===== src/hdl/appliance_frame_receiver_top_macros.svh =====
// Assertion macros for the appliance frame receiver.
// Used by appliance_frame_receiver_top.sv; expects clk and rst_n in scope.
`ifndef APPLIANCE_FRAME_RECEIVER_TOP_MACROS_SVH
`define APPLIANCE_FRAME_RECEIVER_TOP_MACROS_SVH
`ifndef SYNTH
// A condition that holds at every clock edge outside reset.
`define AFR_ASSERT_ALWAYS(lbl, cond, msg) \
    lbl: assert property (@(posedge clk) disable iff (!rst_n) (cond)) else $error(msg);
// A condition that implies another in the same cycle.
`define AFR_ASSERT_IMPLY(lbl, ante, cons, msg) \
    lbl: assert property (@(posedge clk) disable iff (!rst_n) (ante) |-> (cons)) \
        else $error(msg);
// A condition that implies another in the following cycle.
`define AFR_ASSERT_NEXT(lbl, ante, cons, msg) \
    lbl: assert property (@(posedge clk) disable iff (!rst_n) (ante) |=> (cons)) \
        else $error(msg);
`else
`define AFR_ASSERT_ALWAYS(lbl, cond, msg)
`define AFR_ASSERT_IMPLY(lbl, ante, cons, msg)
`define AFR_ASSERT_NEXT(lbl, ante, cons, msg)
`endif
`endif


===== src/hdl/afr_pkg.sv =====
// Package for the appliance frame receiver: frame constants, kinds and status layout.
// Has no dependencies; imported by appliance_frame_receiver_top.
package afr_pkg;

    localparam logic [7:0] SYNC_BYTE      = 8'hAA;
    localparam logic [7:0] ID_NET_REQUEST = 8'h63;
    localparam logic [7:0] ID_STATUS      = 8'hC8;
    localparam logic [7:0] ID_HS_FIRST    = 8'h07;
    localparam logic [7:0] ID_HS_SECOND   = 8'hA0;
    localparam logic [7:0] ID_HS_THIRD    = 8'h05;
    localparam logic [7:0] TARGET_MAX     = 8'd99;
    localparam logic [7:0] LEN_MIN        = 8'd2;
    localparam logic [7:0] LEN_MAX        = 8'd254;
    localparam logic [7:0] POS_LENGTH     = 8'd1;
    localparam logic [7:0] POS_FIRST_DATA = 8'd2;

    localparam int NUM_SLOTS  = 9;
    localparam int OUT_BYTES  = 7;

    // Slot numbers of the captured frame positions.
    localparam logic [3:0] SLOT_B9  = 4'd0;
    localparam logic [3:0] SLOT_B10 = 4'd1;
    localparam logic [3:0] SLOT_B11 = 4'd2;
    localparam logic [3:0] SLOT_B12 = 4'd3;
    localparam logic [3:0] SLOT_B13 = 4'd4;
    localparam logic [3:0] SLOT_B17 = 4'd5;
    localparam logic [3:0] SLOT_B19 = 4'd6;
    localparam logic [3:0] SLOT_B26 = 4'd7;
    localparam logic [3:0] SLOT_B31 = 4'd8;

    typedef enum logic [2:0] {
        KIND_NET_REQUEST = 3'd0,
        KIND_STATUS      = 3'd1,
        KIND_HS_FIRST    = 3'd2,
        KIND_HS_SECOND   = 3'd3,
        KIND_HS_THIRD    = 3'd4,
        KIND_OTHER       = 3'd5
    } frame_kind_t;

    localparam logic [1:0] HS_NONE     = 2'd0;
    localparam logic [1:0] HS_FIRST    = 2'd1;
    localparam logic [1:0] HS_SECOND   = 2'd2;
    localparam logic [1:0] HS_COMPLETE = 2'd3;

    typedef struct packed {
        logic       hit;
        logic [3:0] idx;
    } slot_sel_t;

    // Latched appliance status, 37 bits.
    typedef struct packed {
        logic       filter_request;
        logic [7:0] fault_code;
        logic [7:0] measured_humidity;
        logic [6:0] target_humidity;
        logic [6:0] fan_level;
        logic [3:0] run_mode;
        logic       pump_on;
        logic       power_on;
    } status_t;

    // Maps a frame position to its capture slot.
    function automatic slot_sel_t slot_of(input logic [7:0] pos);
        slot_sel_t s;
        s.hit = 1'b1;
        s.idx = SLOT_B9;
        case (pos)
            8'd9:    s.idx = SLOT_B9;
            8'd10:   s.idx = SLOT_B10;
            8'd11:   s.idx = SLOT_B11;
            8'd12:   s.idx = SLOT_B12;
            8'd13:   s.idx = SLOT_B13;
            8'd17:   s.idx = SLOT_B17;
            8'd19:   s.idx = SLOT_B19;
            8'd26:   s.idx = SLOT_B26;
            8'd31:   s.idx = SLOT_B31;
            default: s.hit = 1'b0;
        endcase
        return s;
    endfunction

endpackage


===== src/hdl/appliance_frame_receiver_top.sv =====
// Appliance frame receiver: a byte stream in, one result request per completed frame out.
// Depends on afr_pkg and on appliance_frame_receiver_top_macros.svh.
//
// Usage: received serial bytes enter on the s_* channel, one byte per request.
// A byte 0xAA starts a frame anywhere, the next byte is the length L (2 to 254,
// others drop the frame), and L-1 more bytes follow. On the last byte of a frame
// the block sends one request on the m_* channel that carries the frame kind,
// the handshake step, the length and the latched appliance status. Other bytes
// give no output.
// Timing: an accepted byte is held in the input register and decoded from there;
// the result is loaded into the output register, which drives m_tvalid.
// Throughput: one byte per cycle while no finished result waits on a stalled
// receiver, set by the single decode step between the input and output registers.
// Reset clears the frame tracker, the captured bytes, the handshake step and the
// latched status to zero, and empties both registers.
// When the receiver stalls, the finished result is held in the output register
// and one more byte is still taken into the input register; bytes that do not
// end a frame keep flowing through, and only a second finished frame waits.
`include "appliance_frame_receiver_top_macros.svh"

module appliance_frame_receiver_top (
    input  logic        clk,
    input  logic        rst_n,
    input  logic        s_tvalid,
    output logic        s_tready,
    input  logic [7:0]  s_tdata,   // [7:0] rx_byte
    output logic        m_tvalid,
    input  logic        m_tready,
    output logic [55:0] m_tdata    // [2:0] frame_kind, [4:3] handshake_step,
                                   // [12:5] frame_length, [13] power_on,
                                   // [14] pump_on, [18:15] run_mode,
                                   // [25:19] fan_level, [32:26] target_humidity,
                                   // [40:33] measured_humidity, [48:41] fault_code,
                                   // [49] filter_request, [55:50] zero
);
    import afr_pkg::*;

    // Input register.
    logic       in_valid_reg;
    logic [7:0] in_byte_reg;

    // Frame tracker state.
    logic       in_frame_reg,  in_frame_next;
    logic [7:0] pos_reg,       pos_next;
    logic [7:0] left_reg,      left_next;
    logic [7:0] len_reg,       len_next;
    logic [1:0] hs_reg,        hs_next;
    status_t    status_reg,    status_next;
    logic [7:0] cap_reg  [NUM_SLOTS];
    logic [7:0] cap_next [NUM_SLOTS];

    // Output register.
    logic                   out_valid_reg;
    logic [OUT_BYTES*8-1:0] out_data_reg;
    logic [OUT_BYTES*8-1:0] out_data_next;

    logic        data_phase;
    logic        do_capture;
    logic        produce;
    logic        out_free;
    logic        step_fire;
    logic        out_load;
    slot_sel_t   slot;
    frame_kind_t kind;

    // A data byte is any non-sync byte inside a frame past the length byte.
    assign data_phase = in_frame_reg && (in_byte_reg != SYNC_BYTE)
                        && (pos_reg != POS_LENGTH) && (left_reg != 8'd0);
    assign do_capture = data_phase;
    assign produce    = data_phase && (left_reg == 8'd1);
    assign slot       = slot_of(pos_reg);

    assign out_free  = !out_valid_reg || m_tready;
    assign step_fire = in_valid_reg && (!produce || out_free);
    assign out_load  = step_fire && produce;
    assign s_tready  = !in_valid_reg || step_fire;

    // Captured bytes including the byte now being decoded.
    always_comb
    begin
        for (int i = 0; i < NUM_SLOTS; i++)
        begin
            if (do_capture && slot.hit && (slot.idx == 4'(i)))
            begin
                cap_next[i] = in_byte_reg;
            end
            else
            begin
                cap_next[i] = cap_reg[i];
            end
        end
    end

    // Frame classification, checked in priority order.
    always_comb
    begin
        if (cap_next[SLOT_B9] == ID_NET_REQUEST)
        begin
            kind = KIND_NET_REQUEST;
        end
        else if (cap_next[SLOT_B10] == ID_STATUS)
        begin
            kind = KIND_STATUS;
        end
        else if (cap_next[SLOT_B9] == ID_HS_FIRST)
        begin
            kind = KIND_HS_FIRST;
        end
        else if (cap_next[SLOT_B9] == ID_HS_SECOND)
        begin
            kind = KIND_HS_SECOND;
        end
        else if (cap_next[SLOT_B9] == ID_HS_THIRD)
        begin
            kind = KIND_HS_THIRD;
        end
        else
        begin
            kind = KIND_OTHER;
        end
    end

    // Next state of the frame tracker.
    always_comb
    begin
        in_frame_next = in_frame_reg;
        pos_next      = pos_reg;
        left_next     = left_reg;
        len_next      = len_reg;
        hs_next       = hs_reg;
        status_next   = status_reg;

        if (in_byte_reg == SYNC_BYTE)
        begin
            in_frame_next = 1'b1;
            pos_next      = POS_LENGTH;
            left_next     = 8'd0;
        end
        else if (in_frame_reg)
        begin
            if (pos_reg == POS_LENGTH)
            begin
                if ((in_byte_reg < LEN_MIN) || (in_byte_reg > LEN_MAX))
                begin
                    in_frame_next = 1'b0;
                    pos_next      = 8'd0;
                    left_next     = 8'd0;
                end
                else
                begin
                    len_next  = in_byte_reg;
                    left_next = in_byte_reg - 8'd1;
                    pos_next  = POS_FIRST_DATA;
                end
            end
            else if (left_reg > 8'd1)
            begin
                pos_next  = pos_reg + 8'd1;
                left_next = left_reg - 8'd1;
            end
            else if (left_reg == 8'd0)
            begin
                in_frame_next = 1'b0;
                pos_next      = 8'd0;
            end
            else
            begin
                // Last byte of the frame.
                in_frame_next = 1'b0;
                pos_next      = 8'd0;
                left_next     = 8'd0;
                case (kind)
                    KIND_STATUS:
                    begin
                        status_next.power_on          = cap_next[SLOT_B11][0];
                        status_next.pump_on           = cap_next[SLOT_B19][3];
                        status_next.run_mode          = cap_next[SLOT_B12][3:0];
                        status_next.fan_level         = cap_next[SLOT_B13][6:0];
                        status_next.target_humidity   =
                            (cap_next[SLOT_B17] > TARGET_MAX) ? TARGET_MAX[6:0]
                                                              : cap_next[SLOT_B17][6:0];
                        status_next.measured_humidity = cap_next[SLOT_B26];
                        status_next.fault_code        = cap_next[SLOT_B31];
                        status_next.filter_request    = cap_next[SLOT_B19][7];
                    end
                    KIND_HS_FIRST:  hs_next = HS_FIRST;
                    KIND_HS_SECOND: hs_next = HS_SECOND;
                    KIND_HS_THIRD:  hs_next = HS_COMPLETE;
                    default:        hs_next = hs_reg;
                endcase
            end
        end
    end

    // Result word, packed from the lowest field up.
    assign out_data_next = {6'd0,
                            status_next.filter_request,
                            status_next.fault_code,
                            status_next.measured_humidity,
                            status_next.target_humidity,
                            status_next.fan_level,
                            status_next.run_mode,
                            status_next.pump_on,
                            status_next.power_on,
                            len_next,
                            hs_next,
                            kind};

    always_ff @(posedge clk or negedge rst_n)
    begin
        if (!rst_n)
        begin
            in_valid_reg <= 1'b0;
        end
        else if (s_tready)
        begin
            in_valid_reg <= s_tvalid;
        end
    end

    always_ff @(posedge clk)
    begin
        if (s_tvalid && s_tready)
        begin
            in_byte_reg <= s_tdata;
        end
    end

    always_ff @(posedge clk or negedge rst_n)
    begin
        if (!rst_n)
        begin
            in_frame_reg <= 1'b0;
            pos_reg      <= 8'd0;
            left_reg     <= 8'd0;
            len_reg      <= 8'd0;
            hs_reg       <= HS_NONE;
            status_reg   <= '0;
            for (int i = 0; i < NUM_SLOTS; i++)
            begin
                cap_reg[i] <= 8'd0;
            end
        end
        else if (step_fire)
        begin
            in_frame_reg <= in_frame_next;
            pos_reg      <= pos_next;
            left_reg     <= left_next;
            len_reg      <= len_next;
            hs_reg       <= hs_next;
            status_reg   <= status_next;
            for (int i = 0; i < NUM_SLOTS; i++)
            begin
                cap_reg[i] <= cap_next[i];
            end
        end
    end

    always_ff @(posedge clk or negedge rst_n)
    begin
        if (!rst_n)
        begin
            out_valid_reg <= 1'b0;
        end
        else if (out_load)
        begin
            out_valid_reg <= 1'b1;
        end
        else if (m_tready)
        begin
            out_valid_reg <= 1'b0;
        end
    end

    always_ff @(posedge clk)
    begin
        if (out_load)
        begin
            out_data_reg <= out_data_next;
        end
    end

    assign m_tvalid = out_valid_reg;
    assign m_tdata  = out_data_reg;

    // A waiting result is never overwritten.
    `AFR_ASSERT_IMPLY(a_no_overwrite, out_valid_reg && !m_tready, !out_load,
                      "result overwritten while stalled")
    // After a result the tracker is back to hunting for sync.
    `AFR_ASSERT_NEXT(a_hunt_after_result, out_load, !in_frame_reg,
                     "frame not closed after result")
    // Past the length byte a frame always has bytes still due.
    `AFR_ASSERT_IMPLY(a_left_nonzero, in_frame_reg && (pos_reg != POS_LENGTH),
                      left_reg != 8'd0, "frame lost its byte count")
    // The setpoint stays clamped.
    `AFR_ASSERT_ALWAYS(a_target_clamped, status_reg.target_humidity <= TARGET_MAX[6:0],
                       "setpoint above clamp")

endmodule


===== config.mk =====
export PLATFORM = sky130hd
export DESIGN_NAME = appliance_frame_receiver_top
export DESIGN_NICKNAME = d
export VERILOG_FILES = /design/src/hdl/afr_pkg.sv /design/src/hdl/appliance_frame_receiver_top.sv
export VERILOG_INCLUDE_DIRS = /design/src /design/src/hdl
export SDC_FILE = /design/constraint.sdc
export NUM_CORES = 1
export LEC_CHECK = 0
export BUFFER_PORTS_ARGS = -buffer_cell sky130_fd_sc_hd__buf_2
export CAP_MARGIN = 20
export CORE_MARGIN = 1.5
export CORE_UTILIZATION = 54
export DETAILED_ROUTE_END_ITERATION = 8
export PLACE_DENSITY = 0.76
export SYNTH_ARGS = -nofsm -noshare
export SYNTH_HDL_FRONTEND = slang
export SYNTH_SLANG_ARGS = --single-unit

===== constraint.sdc =====
create_clock -name clk -period 3.8 [get_ports clk]
set_input_delay 0.76 -clock clk [delete_from_list [all_inputs] [get_ports clk]]
set_output_delay 0.76 -clock clk [all_outputs]
set_load 0.02 [all_outputs]

==> metrics.md <==
| Metric | Value |
|---|---|
| Fmax | 286.0 MHz |
| Crit end category | register |
| Iter 0 DRT Violations | 369 |
| Synthesized area per cell | 12.90 sq um |
| Tmin final | 3.496 ns |
| Number of synthesized flops with an enable pin | 58 |
| Status | completed |
| Total power draw | 4.006 mW |
| Rows | 45 |
| Area after DPL | 0.009125 sq mm |
| Number of distinct library cells after synthesis | 61 |
| Number of buffers added on ports | 63 |
| Drt first pass iters | 4 |
| Worst-path maximum fanout | 38 |
| Nets | 753 |
| Final setup TNS | 0 ns |
| Post-CTS setup buffer count | 0 |
| Root buf cell | clkbuf_16 |
| CP Data Arrival Time | 3.67 ns |
| Die height | 128.7 um |
| Vias in the first global route | 5939 |
| DIE WIDTH | 128.7 um |
| Antenna Nets Post-Route | 0 |
| Initial antenna violation count | 0 |
| Global route overflow | 0 |
| CTS tree | done |
| Clk slew on worst S/H paths | 0.06 ns |
| H-tree Lvls | 4 |
| Starting Density | 55.74% |
| Routed WL | 18850 um |
| Area of the mapped netlist | 0.008537 sq mm |
| Place WS | 0.3637 ns |
| Worst Skew | 0.008017 ns |
| Num CTS Buffers | 17 |
| Maximum vdd drop | 0.3029 mV |
| Total I/O pin count | 70 |
| YS warnings | 0 |
| Synth top cells by count | dfrtp_1, mux2_2, mux2_1, edfxtp_1, nand2_1 |
| Top-count cell post-synth | dfrtp_1 |
| Max-cap check violation count | 0 |
| Unrepaired setup endpoints after global routing | no |
| Sequential share of the synthesized area | 55.58% |
| Tot GR Track Use | 24.15% |
| Crit path launch type | register |
| Share of layout cells above drive strength 1 | 30.56% |
| CTS sink count | 178 |
| Post-CTS sizing | 0 |
| Ant. Diodes | 0 |
| Top cells by area, synth | dfrtp_1, edfxtp_1, mux2_2 |
| Largest net degree at the start of global routing | 77 |
| Area growth, synth to finish | 14.08% |
| Placed Cells | 925 |
| Dominant cell type by area after synthesis | dfrtp_1 |
| Synthesis-stage register bit count | 178 |
| Final Cell Area | 0.009739 sq mm |
| Vias per std cell | 5.945 |
| Worst slew pin tran | 0.8594 ns |
| CTS Hold Bufs | 0 |
| Share of the synthesized area in the top cell type | 35.18% |
| Fin. max-slew vios | 0 |
| CTS Buffer Depth | 2 |
| Leakage | 4.620 nW |
| Slew margin rel. | 42.56% |
| Final hold viol count | 0 |
| CP required | 3.98 ns |
| # fillers | 1164 |
| Post-DR wirelength/cell | 19.69 um |
| Non-Filler Instances | 957 |
| R2R setup slack | 0.30 ns |
| Top FF cell, synth | dfrtp_1 |
| Die Area | 0.01657 sq mm |
| Final WS setup | 0.3036 ns |
| Final setup viols | 0 |
| Tcrit/Tclk final | 92.01% |
| Detailed placement HPWL | 12110 um |
| PwrDens | 411.3 mW/mm^2 |
| Async set-reset flop share out of synthesis | 67.42% |
| Final Wtd Congestion | 0.8744 |
| Max reg flops | 54 |
| Detailed-route via count | 5689 |
| Clk Latency, worst-skew pair | 0.43 ns |
| Core ar. | 0.01531 sq mm |
| DRC Markers | 0 |
| Setup CP Type | register to register |
| Cell count after synthesis | 662 |
| Global-route wire length before repair | 30520 um |
| Min-delay worst type | primary input to async pin |
-- placed cells by master (no fill, tap or decap), types with 11 or more instances in the layout --
master	Yosys	routed
dfrtp_1	120	120
mux2_2	100	100
mux2_1	62	62
buf_2	1	62
edfxtp_1	58	58
nand2_1	46	46
o21ai_0	36	36
nor2_1	29	29
buf_4	10	23
clkbuf_16	0	18
nor3_1	13	13
o31ai_1	11	11
-- where the power goes --
group / leakage (nW) / total (mW) / switching [mW] / internal [mW]
combinational: 2.00 / 0.182 / 0.135 / 0.0463
sequential: 2.32 / 1.99 / 0.00722 / 1.98
clock: 0.301 / 1.83 / 0.721 / 1.11
-- worst max-delay path, stage by stage (launching register included) --
cell       delay, ns
dfrtp_1         0.49
or4_4           0.63
or4_4           0.58
a2111oi_4       0.43
mux2i_2         0.13
nand3_2         0.07
buf_4           0.45
mux2_2          0.41
-- cell families (layout without fill, tap and decap cells) --
logic type	count (synthesis)	after routing	share of synthesized area [%]
AO/OA/AOI/OAI	86	86	6.801
AND/OR/NAND/NOR	163	163	10.33
multiplexers	172	172	22.63
buffers and inverters	48	127	2.829
flip-flops	178	178	55.58
other	1	6	0.04393
XOR/XNOR	6	6	0.6157
adder cells (fa/ha/maj)	8	8	1.173
-- through the flow --
stage	util, %	hold slack (ns)
final	63.59	0.3464
after detailed placement	59.58	0.4751
after global routing	63.59	0.3904
after CTS	63.59	0.3646
after global placement	59.58	0.4629
after floorplan	-	0.4460
-- final cells by class --
cell class,count,area [sq um],share of cell area [%]
flip-flops and latches,178,4745,48.72
multi-input cells,441,3576,36.72
repair buffers,86,503.0,5.164
clock buffers,25,496.7,5.100
well taps,211,264.0,2.711
clock inverters,7,117.6,1.208
inverters,9,37.54,0.3854
-- routing by layer --
layer	up-vias	track usage [%]	wire [um]
met1	2903	30.60	8268
met2	155	40.17	9240
met5	-	0	0
met4	0	11.76	503
li1	2588	-	-
met3	43	4.532	832
-- path summary, 6_finish.rpt --
check	start	cells past startpoint	end
worst max-delay path	pos_reg[2]$_DFFE_PN0P_	7	m_tdata[19]$_DFFE_PP_
worst min-delay path	rst_n	1	left_reg[3]$_DFFE_PN0P_
worst max register to register	pos_reg[2]$_DFFE_PN0P_	7	m_tdata[19]$_DFFE_PP_
worst min register to register	cap_reg[56]$_DFFE_PN0P_	2	cap_reg[56]$_DFFE_PN0P_
max in group asynchronous	rst_n	2	cap_reg[62]$_DFFE_PN0P_
min in group clk	cap_reg[56]$_DFFE_PN0P_	2	cap_reg[56]$_DFFE_PN0P_
No activity file was read; power rests on OpenSTA's default activity.
